$ cat src/sv/ffha_ram.sv
`timescale 1ns / 1ps
// generic single-write, single-read ram with registered read data
// no dependencies

module ffha_ram #(
   parameter int WIDTH = 8,
   parameter int DEPTH = 16
) (
   input  logic                     clock,
   input  logic                     we,
   input  logic [$clog2(DEPTH)-1:0] waddr,
   input  logic [WIDTH-1:0]         wdata,
   input  logic [$clog2(DEPTH)-1:0] raddr,
   output logic [WIDTH-1:0]         rdata
);

   logic [WIDTH-1:0] mem [DEPTH];
   logic [WIDTH-1:0] rdata_ff;

   always_ff @(posedge clock) begin
      if (we) begin
         mem[waddr] <= wdata;
      end
      rdata_ff <= mem[raddr];
   end

   assign rdata = rdata_ff;

endmodule
$ cat config.mk
export PLATFORM = sky130hd
export DESIGN_NAME = ffha_ram
export DESIGN_NICKNAME = d
export VERILOG_FILES = /design/src/sv/ffha_ram.sv
export SDC_FILE = /design/constraint.sdc
export NUM_CORES = 1
export LEC_CHECK = 0
export BUFFER_PORTS_ARGS = -buffer_cell sky130_fd_sc_hd__buf_2
export CAP_MARGIN = 20
export CORE_ASPECT_RATIO = 0.6
export CORE_MARGIN = 1.5
export CORE_UTILIZATION = 49
export CTS_BUF_LIST = sky130_fd_sc_hd__clkbuf_4 sky130_fd_sc_hd__clkbuf_8 sky130_fd_sc_hd__clkbuf_16
export CTS_CLUSTER_DIAMETER = 60
export DETAILED_ROUTE_END_ITERATION = 12
export GPL_TIMING_DRIVEN = 0
export PLACE_DENSITY_LB_ADDON = 0.2
export SETUP_SLACK_MARGIN = 0.15
export SLEW_MARGIN = 20
export SYNTH_ARGS = -nofsm -noshare
export SYNTH_HDL_FRONTEND = slang
export SYNTH_SLANG_ARGS = --single-unit
$ cat constraint.sdc
create_clock -name clock -period 1.79 [get_ports clock]
set_input_delay 0.0895 -clock clock [delete_from_list [all_inputs] [get_ports clock]]
set_output_delay 0.0895 -clock clock [all_outputs]
set_load 0.01 [all_outputs]
==> results of run 1 <==
[state kept, by name, indices dropped and copies added, names as in the netlist]
register / count
rdata: 8
mem: 128
[path summary, 6_finish.rpt]
check | start | endpoint | slack, ps | cells after the start
min | wdata[6] | mem[6][6] | 80 | 1
max reg2reg | mem[5][3] | rdata[3] | 380 | 3
max | mem[5][3] | rdata[3] | 380 | 3
min reg2reg | mem[8][4] | rdata[4] | 670 | 3
[cell type report]
type                    instances  share of cell area
clock inverters                 3             0.00704
repair buffers                 24              0.0199
flip-flops and latches        136               0.663
clock buffers                  29              0.0895
well taps                     135              0.0280
plain buffers                  10              0.0143
multi-input cells              83               0.178
[critical path, cell delays in order (launching register included)]
cell,delay (ps)
sky130_fd_sc_hd__edfxtp_1,350
sky130_fd_sc_hd__mux4_1,600
sky130_fd_sc_hd__a22oi_1,250
sky130_fd_sc_hd__nand2_1,90
[cells by family (layout without fill, tap and decap cells)]
| group | count (synthesis) | count (layout) |
|---|---|---|
| buffers and inverters | 10 | 66 |
| multiplexers | 32 | 32 |
| AO/OA/AOI/OAI | 16 | 16 |
| AND/OR/NAND/NOR | 35 | 35 |
| flip-flops | 136 | 136 |
[where the power goes]
| group | switching (mW) | internal [mW] | leakage, nW |
|---|---|---|---|
| Clock | 1.16 | 2.18 | 0.293 |
| Sequential | 0.0172 | 3.56 | 1.22 |
| Combinational | 0.208 | 0.142 | 0.520 |
[metrics by stage]
stage | hold WS, ps | power [mW]
after global routing | 75.0 | 7.48
after detailed placement | 485 | 4.00
final | 83.1 | 7.27
after floorplan | 188 | 3.83
after global placement | 485 | 3.99
after CTS | 71.6 | 7.32
[placed cells by master (no fill, tap or decap)]
master	synthesis	final
sky130_fd_sc_hd__mux4_1	14	14
sky130_fd_sc_hd__and2b_1	1	1
sky130_fd_sc_hd__buf_4	1	1
sky130_fd_sc_hd__clkbuf_16	0	17
sky130_fd_sc_hd__dfxtp_1	8	8
sky130_fd_sc_hd__clkinvlp_4	0	1
sky130_fd_sc_hd__nand3b_1	2	2
sky130_fd_sc_hd__clkinv_2	0	1
sky130_fd_sc_hd__clkdlybuf4s25_2	3	3
sky130_fd_sc_hd__mux4_2	18	18
sky130_fd_sc_hd__nand2_1	9	9
sky130_fd_sc_hd__nor2b_1	1	1
sky130_fd_sc_hd__clkbuf_8	0	4
sky130_fd_sc_hd__clkbuf_4	0	8
sky130_fd_sc_hd__buf_2	3	27
sky130_fd_sc_hd__bufinv_16	0	1
sky130_fd_sc_hd__and2_1	1	1
sky130_fd_sc_hd__nor2_1	13	13
sky130_fd_sc_hd__edfxtp_1	128	128
sky130_fd_sc_hd__buf_6	3	3
sky130_fd_sc_hd__a22oi_1	16	16
sky130_fd_sc_hd__nand3_1	1	1
sky130_fd_sc_hd__nand2b_1	2	2
sky130_fd_sc_hd__nor3_2	0	4
sky130_fd_sc_hd__or3b_2	1	1
[layer usage]
layer	part of all wire	up-vias
met4	0.0027	0
met2	0.44	81
met1	0.47	1227
li1	-	1062
met3	0.091	2
met5	0	-
==> results.md, run 1 <==
- The mean number of vias per cell is 5.65.
- Setup total negative slack on the finished layout was measured at 0 ps.
- The met2 track demand over resource is 0.281.
- Counting flops with an async set or reset pin after synthesis yields a share of 0.
- The clock tree from TritonCTS is yes.
- The number of DRC violations after detailed-routing iteration 0 is 215.
- After technology mapping, the gate count stands at 229.
- The detail route stage leaves a number of antenna-violating nets equal to 0.
- The cell area reported after detailed placement is 5460 um^2.
- During I/O placement, the number of pins put on the boundary was 26.
- Measured along the y axis, the die boundary spans 82.4 um.
- The busiest layer in global routing is met1.
- The worst path needs 1410 ps of the cycle, external delays included.
- Yosys instantiated no cell more often than sky130_fd_sc_hd__edfxtp_1.
- In this run the deepest clock path goes through 2 buffers.
- The largest net degree at the start of global routing is 17.
- The met1 track demand over resource in global routing is 0.315.
- Detailed placement ended at an HPWL of 6.34 mm.
- The most area-hungry cell type in the Yosys netlist is sky130_fd_sc_hd__edfxtp_1.
- The post-route clock skew is approximately 6.7 ps.
- The final max-slew violation count was 0.
- Excluding fillers, the count of instances in the completed layout stands at 420.
- The critical path is of the reg2reg type.
- The worst setup path is captured at a flop.
- The number of different library cells used by synthesis comes to 19.
- The total of warnings raised by yosys is 0.
- The cts-stage hold buffer count is 0.
- The clock net in this run drives a total of roughly 140 sinks.
- The first global-routing pass estimated about 15 mm of wire.
- From synthesis to final layout, the design area changed by 17.3%.
- For this run, global-route usage on met3 was measured as 0.0647.
- Based on the critical path, the design can be clocked at up to 0.711 GHz.
- The clock transition at the register clock pins on the worst setup and hold paths after CTS is around 50 ps.
- The fraction of final layout cells with drive strength greater than 1 is 0.312.
- Setup violations remaining at the end of the flow were counted as 0.
- The per-cell routed wire length is 23.7 um.
- In the global route stage, overall resource usage came out at 0.206.
- The number of antenna violations at the first check in global routing is 0.
- The biggest fanout along the worst timing path is 1.
- Once layout is complete, the utilization of the core stands at 0.603.
- The static power due to leakage is 2.04 nW.
- The cell area power density is about 1200 nW/um^2.
- The area of the core region is approximately 10000 um^2.
- Averaged over all synthesized cells, the footprint is 22.5 um^2.
- The count of vias placed by the detailed router is 2372.
- The multi-input combinational cells in the finished layout cover a total of 1080 um^2.
- The worst hold path class is in2reg.
- The total non-filler cell area in the finished layout is around 6000 um^2.
- CTS built an H-tree with a depth of 4.
- The die outline area is about 11000 um^2.
- The layout has 716 filler cells.
- Measured along the x axis, the die boundary spans 135 um.
- The number of placed instances with taps included is 388.
- Setup repair after global routing left no endpoint under its margin.
- The root buffer cell chosen for the clock tree is sky130_fd_sc_hd__clkbuf_16.
- At the end of routability-driven placement, the weighted congestion stood at 0.725.
- The initial utilization of the core area, before any placement, comes to 0.514.
- The count of flip-flops with a built-in enable after synthesis is 128.
- The repair_antennas step left the layout with diodes totalling 0.
- In the routed design, unresolved DRC markers number 0.
- The sort of element at the start of the critical path is a flop.
- The number of placement rows is 28.
- The flip-flop and latch count after synthesis is about 140.
- The post-CTS setup-driven buffer insertion count is 0.
- After synthesis, the largest family of logic cells by area is multiplexers.
- The post-route worst setup slack is 383 ps.
- Sorting the synthesized cells by area gives the leading types as sky130_fd_sc_hd__edfxtp_1 75%, sky130_fd_sc_hd__mux4_2 7.9%, sky130_fd_sc_hd__mux4_1 7.1%.
- The count of input and output buffers is 24.
- Gates resized during post-CTS repair numbered 0.
- The fraction of the mapped netlist area in adder cells is 0.
- The register area is 4000 um^2.
- Clock tree synthesis inserted a total of 17 buffers.
- The post-route fraction of the period consumed by the critical path is 0.786.
- The final net count is between 200 and 300.
- The number of global-route vias before repair is 2346.
- The number of detailed-route iterations in the first pass is 5.
- The net count after synthesis is 247.
- The final layout contains routed wiring with a total length of 9.97 mm.
- The worst pin sits at a relative slew slack of 0.443.
- The sequential share of the synthesized area is 0.778.
- The post-synthesis instance area is 5150 um^2.
- The share of synthesized area in the top cell type comes to 0.747.
- The xor/xnor share of the synthesized area is 0.
- The share of the synthesized area in compound gates (AO/OA/AOI/OAI) is 0.0233.
- The global route total overflow is 0.
- The flip-flop cell with the highest count after synthesis is sky130_fd_sc_hd__edfxtp_1.
- For the pin with the worst max-slew slack, the measured transition is 832 ps.
- In the synthesized netlist, the cells that appear most often are 128 x sky130_fd_sc_hd__edfxtp_1, 18 x sky130_fd_sc_hd__mux4_2, 16 x sky130_fd_sc_hd__a22oi_1.
- The worst slack after detailed placement is -3.37 ps.
- The data required time at the worst endpoint is between 2000 and 2500 ps.
- The post-synthesis share of cell area spent on and, or, nand and nor gates is 0.0318.
- The hold violation total from the final report came to 0.
- The peak ir drop on the vdd network is 0.757 mV.
- The clock latency on the worst-skew pair is about 400 ps.
- The flow ran to the end, and the final reports show no timing, DRC or antenna violations.
- The data arrival time of the critical path is 1700 ps.
- The share of synthesized area spent on multiplexers is 0.150.
- Max-cap violations in this run came to 0.
(Power assumes the default switching activity.)
==> run 2: changes to the inputs <==
--- a/config.mk
+++ b/config.mk
@@ -5,6 +5,7 @@
 export SDC_FILE = /design/constraint.sdc
 export NUM_CORES = 1
 export LEC_CHECK = 0
+export ABC_AREA = 1
 export BUFFER_PORTS_ARGS = -buffer_cell sky130_fd_sc_hd__buf_2
 export CAP_MARGIN = 20
 export CORE_ASPECT_RATIO = 0.6
==> constraint.sdc (replaced) <==
create_clock -name clock -period 1.24 [get_ports clock]
set_input_delay 0.062 -clock clock [delete_from_list [all_inputs] [get_ports clock]]
set_output_delay 0.062 -clock clock [all_outputs]
set_load 0.01 [all_outputs]
==> results.md, run 2 <==
- The relative slew slack is 0.374.
- The number of distinct library cells after synthesis is 12.
- Summed over all nets, wire length on met2 after detailed routing comes to 5.80 mm.
- After synthesis, the share of flip-flops with an asynchronous set or reset is 0.
- The fraction of final layout cells with drive strength greater than 1 is 0.140.
- The antenna diode count is 0.
- By area the synthesized netlist is led by sky130_fd_sc_hd__edfxtp_1 67%, sky130_fd_sc_hd__nand2_1 11%, sky130_fd_sc_hd__nand3_1 8.4%.
- STA classifies the critical path startpoint as an input pin.
- The critical path in this run is classified as in2reg.
- The data arrival time of the critical path is ~1200 ps.
- After routing the design area is 6690 um^2.
- The number of nets in the synthesized netlist is 569.
- The clock arrives with 4.35 ps of skew.
- The total I/O pin count is 26.
- The largest net degree at the start of global routing is 17.
- The initial utilization of the core area, before any placement, comes to 0.507.
- By instance count, the leading cell after synthesis is sky130_fd_sc_hd__nand2_1.
- The global-route wire length before repair is roughly 22 mm.
- The cell area power density is ~1600 nW/um^2.
- The H-tree was split into 4 levels.
- The final max-slew violation count was 0.
- Wires add up to 14.7 mm.
- At the pin with the least slew margin, the transition time is between 900 and 1000 ps.
- The most area-hungry cell type in the Yosys netlist is sky130_fd_sc_hd__edfxtp_1.
- Counting cells, the worst reg-to-reg path comes to 6.
- Along the worst path, the maximum fanout reaches 8.
- The count of flip-flops with a built-in enable after synthesis is 128.
- The worst setup path is captured at a flop.
- Clock-pin slew was measured on the worst setup and hold paths at 60 ps.
- After synthesis, the most frequently instantiated cells are 173 x sky130_fd_sc_hd__nand2_1, 128 x sky130_fd_sc_hd__edfxtp_1, 100 x sky130_fd_sc_hd__inv_1.
- The global route total overflow is 0.
- For this block, wires on met1 add up to 6.92 mm.
- The data required time at the worst endpoint is 1280 ps.
- The analysis attributes to cell leakage a power of 2.90 nW.
- The hold violation total from the final report is 0.
- TritonCTS created 17 clock buffers.
- The vertical extent of the die is 87.0 um.
- Static timing analysis puts the maximum clock frequency at slightly below 0.9 GHz.
- The worst slack after detailed placement is -350 ps.
- In the global route stage, overall resource usage came out at 0.257.
- In this run the cell area of the synthesized design comes to 5770 um^2.
- The first detailed-routing pass ran for 5 iterations.
- The number of global-route vias before repair is about 3600.
- Along the worst hold path, the cell count comes to 3.
- Setup repair after global routing could not meet its margin everywhere.
- The most common cell after layout, fill and taps aside is sky130_fd_sc_hd__nand2_1.
- The design draws roughly 11 mW.
- The routed layout has 3966 vias.
- In the synthesized netlist the dominant register cell turns out to be sky130_fd_sc_hd__edfxtp_1.
- The placed wire-length estimate is 9.70 mm.
- The worst path in the final design needs a cycle of 1150 ps, including I/O delays and setup.
- The area share of the largest cell type after synthesis is 0.667.
- The average cell area after synthesis is 10.5 um^2.
- The register ranked first by flip-flop count is mem.
- The final net count is just over 600.
- The total of warnings raised by yosys is 0.
- The post-route worst setup slack is 92.5 ps.
- The flow ran to the end, and the final reports show no timing, DRC or antenna violations.
- The die outline area is 12500 um^2.
- For this run, the share of the core covered by cells in the final layout is 0.588.
- The number of antenna violations at the first check in global routing is 1.
- The maximum number of buffers from clock root to sink is 2.
- The number of instances in the synthesized netlist is 551.
- In the routed layout, each cell is associated on average with a via count of 5.18.
- The peak ir drop on the vdd network is 1.08 mV.
- The met3 wire length is between 1.5 and 2 mm.
- The post-detailed-route DRC marker count is 0.
- The top cell types in the final layout, fill and taps aside, are 172 x sky130_fd_sc_hd__nand2_1, 128 x sky130_fd_sc_hd__edfxtp_1, 100 x sky130_fd_sc_hd__inv_1, 97 x sky130_fd_sc_hd__nand3_1, 35 x sky130_fd_sc_hd__buf_2.
- During placement, the flow inserted port buffers numbering 22.
- The total area inside the core boundary comes to about 11000 um^2.
- The tree is rooted in a sky130_fd_sc_hd__clkbuf_16.
- The later pin in the worst-skew pair is clocked with a latency of 420 ps.
- The cell area reported after detailed placement is a little over 6000 um^2.
- The weighted congestion at the end of routability-driven global placement is 0.911.
- Row generation in the floorplan step produced 30 rows.
- The post-route antenna net violation count is 0.
- In this run the horizontal extent of the chip is 143 um.
- In this run the top signal layer used is met4.
- The clock drives 136 sinks.
- The flip-flop and latch count after synthesis is 136.
- After detailed routing, the average wire length per cell comes to roughly 19 um.
- The worst hold path class is in2reg.
- Buffers inserted to repair hold after CTS numbered 0.
- The number of DRC violations after detailed-routing iteration 0 is 586.
- The post-route fraction of the period consumed by the critical path is 0.925.
- The clock tree from TritonCTS is yes.
- The setup TNS after final layout is 0 ps.
- The area added between synthesis and finish is 16.0%.
- Across the run, the number of max-cap violations was 0.
- Setup violations remaining at the end of the flow were counted as 0.
- The flip-flop count of the largest register, all copies and words added is between 100 and 150.
- The sequential share of the synthesized area is 0.694.
[run 2: cell types whose count changed after synthesis, moves of 4 or more]
cell / before / now
sky130_fd_sc_hd__nor2_1: 13 / 17
sky130_fd_sc_hd__buf_2: 3 / 13
sky130_fd_sc_hd__nand2_1: 9 / 173
sky130_fd_sc_hd__inv_1: 0 / 100
sky130_fd_sc_hd__nand3_1: 1 / 97
sky130_fd_sc_hd__nor3_1: 4 / 0
sky130_fd_sc_hd__a22oi_1: 16 / 0
sky130_fd_sc_hd__mux4_2: 18 / 0
sky130_fd_sc_hd__mux4_1: 14 / 0
[run 2: metal layers]
metal | vias to the layer above | track usage
li1 | 1859 | -
met3 | 15 | 0.0863
met2 | 204 | 0.334
met1 | 1888 | 0.410
met4 | 0 | 0.0553
met5 | - | 0
[run 2: what timing repair did]
action / CTS / global route
gates cloned: 0 / 0
setup endpoints to repair: 29 / 32
buffers inserted: 0 / 0
gates resized for setup: 4 / 3
[run 2: layout make-up]
cell class	count	area [um^2]
Sequential cell	136	4000
Multi-Input combinational cell	289	1230
Fill cell	981	4680
Tap cell	160	200
Clock buffer	19	440
Inverter	102	383
Timing Repair Buffer	22	110
Clock inverter	13	155
Buffer	24	166
[run 2: worst max-delay path, stage by stage]
cell and delay (ps):
sky130_fd_sc_hd__buf_2 120, sky130_fd_sc_hd__nand3b_1 250, sky130_fd_sc_hd__nor2_1 760
[run 2: worst paths after layout]
check        slack, ps         to       start
max                 90  mem[5][4]    waddr[3]
min                 70   rdata[0]    raddr[3]
max reg2reg        210   rdata[4]   mem[3][4]
min reg2reg        680   rdata[6]  mem[10][6]
[run 2: logic make-up (layout without fill, tap and decap cells)]
| group | after synthesis | after routing | share of synthesized area |
|---|---|---|---|
| buf+inv | 126 | 180 | 0.0952 |
| flops | 136 | 136 | 0.694 |
| simple gates | 289 | 289 | 0.210 |
[run 2: per-stage QoR]
stage          hold WS, ps  instances
2_1_floorplan          161        551
3_3_place_gp           456        733
3_5_place_dp           458        733
4_1_cts               64.5        765
5_1_grt               78.1        765
6_report              67.7        765
[run 2: where the power goes]
part | internal (mW) | switching [mW]
clock network | 3.18 | 1.88
registers | 5.14 | 0.0251
logic | 0.198 | 0.503
==> run 3: changes to the inputs <==
--- a/config.mk
+++ b/config.mk
@@ -13,9 +13,11 @@
 export CORE_UTILIZATION = 49
 export CTS_BUF_LIST = sky130_fd_sc_hd__clkbuf_4 sky130_fd_sc_hd__clkbuf_8 sky130_fd_sc_hd__clkbuf_16
 export CTS_CLUSTER_DIAMETER = 60
+export CTS_CLUSTER_SIZE = 8
 export DETAILED_ROUTE_END_ITERATION = 12
 export GPL_TIMING_DRIVEN = 0
-export PLACE_DENSITY_LB_ADDON = 0.2
+export PLACE_DENSITY = 0.67
+export REMOVE_ABC_BUFFERS = 1
 export SETUP_SLACK_MARGIN = 0.15
 export SLEW_MARGIN = 20
 export SYNTH_ARGS = -nofsm -noshare
==> results.md, run 3 (same netlist as run 2, synthesis figures left out) <==
- The run finished with clean final reports.
- The die outline area is 12500 um^2.
- For this run, global-route usage on met2 was measured as 0.353.
- The first global-routing pass estimated 19.5 mm of wire.
- The count of input and output buffers is 25.
- The part of the power in the clock network is 0.490.
- TritonCTS built the clock tree.
- In the global route stage, met1 resource usage came out at 0.306.
- The weighted congestion at the end of routability-driven global placement is 0.769.
- The achievable frequency is ~0.85 GHz.
- The number of global-route vias before repair came to 3603.
- The post-detailed-route DRC marker count is 0.
- VDD sags by at most 1.07 mV.
- OpenSTA, run right after detailed placement, puts the worst setup slack at -847 ps.
- The cell area power density is 1700 nW/um^2.
- The largest single stage delay on the critical path is between 700 and 800 ps.
- The length in cells of the worst reg-to-reg path is 6.
- The placed wire-length estimate is around 7.5 mm.
- The global routing met3 resource utilization is 0.0605.
- The number of antenna violations at the first check in global routing is 1.
- In this run the worst path has a maximum fanout of 8.
- The worst hold path class is in2reg.
- Max-cap violations in this run came to 0.
- The post-route antenna net violation count is 0.
- The family with the most delay on the worst path is simple AND/OR/NAND/NOR gates.
- Measured on the finished design, the core utilization comes to 0.586.
- The pre-antenna-repair detailed-routing pass consisted of 5 iterations.
- The worst setup path is launched from an input pin.
- met2 is the most crowded layer.
- The power spent charging and discharging nets is 2.31 mW.
- Dividing the detail-routed via count by the number of cells gives 5.03.
- Post-CTS repair changed the size of 10 cells.
- The total number of clock tree sinks is 136.
- The number of buffers added by the clock tree synthesis step is 17.
- For the worst-skew pair, the clock arrives at the later sink with an insertion delay of 420 ps.
- The worst hold slack is about 31 ps.
- The count of vias placed by the detailed router is roughly 3700.
- The post-CTS setup-driven buffer insertion count is 0.
- For this design, the CTS-stage hold fixing added 0 buffers.
- The worst setup path is captured at a flop.
- The end of the worst register-to-register path is rdata[7].
- The critical path crosses 3 cells after its start point.
- By startpoint and endpoint, the worst setup path is classified as in2reg.
- The share of total power dissipated in sequential elements is 0.456.
- The horizontal die dimension is 143 um.
- Global routing finished with a remaining overflow of 0.
- The per-cell routed wire length is ~17 um.
- The critical path startpoint is waddr[2].
- In this run the clock root is driven by a sky130_fd_sc_hd__clkbuf_16.
- The critical path endpoint is mem[10][2].
- In the layout the commonest cells are 173 x sky130_fd_sc_hd__nand2_1, 128 x sky130_fd_sc_hd__edfxtp_1, 100 x sky130_fd_sc_hd__inv_1, 93 x sky130_fd_sc_hd__nand3_1, 23 x sky130_fd_sc_hd__buf_2.
- The setup TNS after final layout is 0 ps.
- The startpoint identified for the worst register-to-register timing path is mem[14][7].
- The overall global routing resource usage is 0.225.
- The area of the core region is 11400 um^2.
- The total non-filler cell area in the finished layout is 6660 um^2.
- The hold violation total from the final report was 0.
- Setup repair after global routing could not meet its margin everywhere.
- The fraction of power spent switching nets is 0.204.
- Among all stages on the critical path, the largest delay is contributed by sky130_fd_sc_hd__nor2_1.
- The flip-flop count of the largest register, all copies and words added is 128.
- The post-route worst setup slack is 65.7 ps.
- In the final design database the tool counted 589 nets.
- Of the available clock period, the critical path in the final layout requires 0.947.
- The vertical extent of the die is 87.0 um.
- Fill cells in the final layout number 931.
- Pin placement for this block handled 26 I/O pins.
- Of the total power, combinational logic draws 0.054.
- In this run the tightest slew margin relative to its limit is 0.341.
- The starting density of the core is 0.507.
- Traced cell by cell, the critical path runs through buf_2 > nand3b_1 > nor2_1.
- Data on the critical path is required at its endpoint by about 1300 ps.
- The number of DRC violations after detailed-routing iteration 0 is 382.
- The worst path needs around 1200 ps of the cycle, external delays included.
- Setup violations remaining at the end of the flow were counted as 0.
- The maximum number of buffers from clock root to sink is 2.
- In this run the cell area measured after placement is 5930 um^2.
- Clock-pin slew was measured on the worst setup and hold paths at 60 ps.
- Across the routed clock network, the largest skew measured is 7.09 ps.
- Entering global routing, the biggest net connects 66 pins.
- The count of buffer and inverter cells on the critical path is 1.
- Summed over all cells, the static leakage comes to approximately 2.8 nW.
- The pin slew with the least headroom to its limit is 985 ps.
- The register ranked first by flip-flop count is mem.
- The initialized floorplan defines 30 standard-cell rows.
- The final max-slew violation count was 0.
- The total length of routed wires is 12.7 mm.
- At the worst endpoint, the arrival time is approximately 1200 ps.
- For flop-to-flop paths, the worst setup slack is 210 ps.
- Internal power comes to roughly 9 mW.
- The area added between synthesis and finish is 15.5%.
- The number of levels in the clock H-tree is 4.
- The most common cell after layout, fill and taps aside is sky130_fd_sc_hd__nand2_1.
- The fraction of final layout cells with drive strength greater than 1 is 0.127.
run 3: cell count changes in the layout (fill, tap and decap cells not counted), sizes merged:
cell      change
buf          -21
clkinv        -4
bufinv        +2
clkbuf        +1
clkinvlp      +1
diode         +1
run 3: final cells by class:
class | instances | area [um^2] | area share
Antenna cell | 1 | 2.50 | 0.000376
Clock buffer | 20 | 467 | 0.0701
Clock inverter | 12 | 196 | 0.0295
Inverter | 102 | 393 | 0.0590
Multi-Input combinational cell | 289 | 1260 | 0.189
Sequential cell | 136 | 4000 | 0.601
Tap cell | 160 | 200 | 0.0301
Timing Repair Buffer | 25 | 138 | 0.0207
run 3: worst min-delay path by stage:
stage | startpoint | endpoint | slack [ps] | depth (start not counted)
after floorplan | wdata[0] | mem[0][0] | 160 | 0
after global placement | wdata[4] | mem[3][4] | 450 | 1
after detailed placement | wdata[4] | mem[2][4] | 460 | 1
after CTS | raddr[3] | rdata[0] | 30 | 3
after global routing | wdata[4] | mem[2][4] | 40 | 1
final | wdata[4] | mem[13][4] | 30 | 1
run 3: power by group through the flow:
stage / clock, mW / sequential, mW / combinational, mW
2_1_floorplan: 0 / 5.27 / 0.277
3_3_place_gp: 0 / 5.26 / 0.574
3_5_place_dp: 0 / 5.26 / 0.591
4_1_cts: 5.60 / 5.17 / 0.601
5_1_grt: 5.84 / 5.17 / 0.679
6_report: 5.56 / 5.17 / 0.612
run 3: per-layer routing:
layer	wire [um]	vias up
met5	0	-
met4	168	0
met3	1100	21
met2	5870	132
met1	5590	1776
li1	-	1820
run 3: metrics by stage:
step	std cells	power (mW)
after floorplan	527	5.55
after global placement	712	5.83
after detailed placement	712	5.85
after CTS	744	11.4
after global routing	744	11.7
final	745	11.3
run 3: worst register-to-register path, delay by kind of cell (launching register included):
kind / cells / cell delay [ps]
simple gates: 5 / 460
flops: 1 / 360
buf+inv: 1 / 80
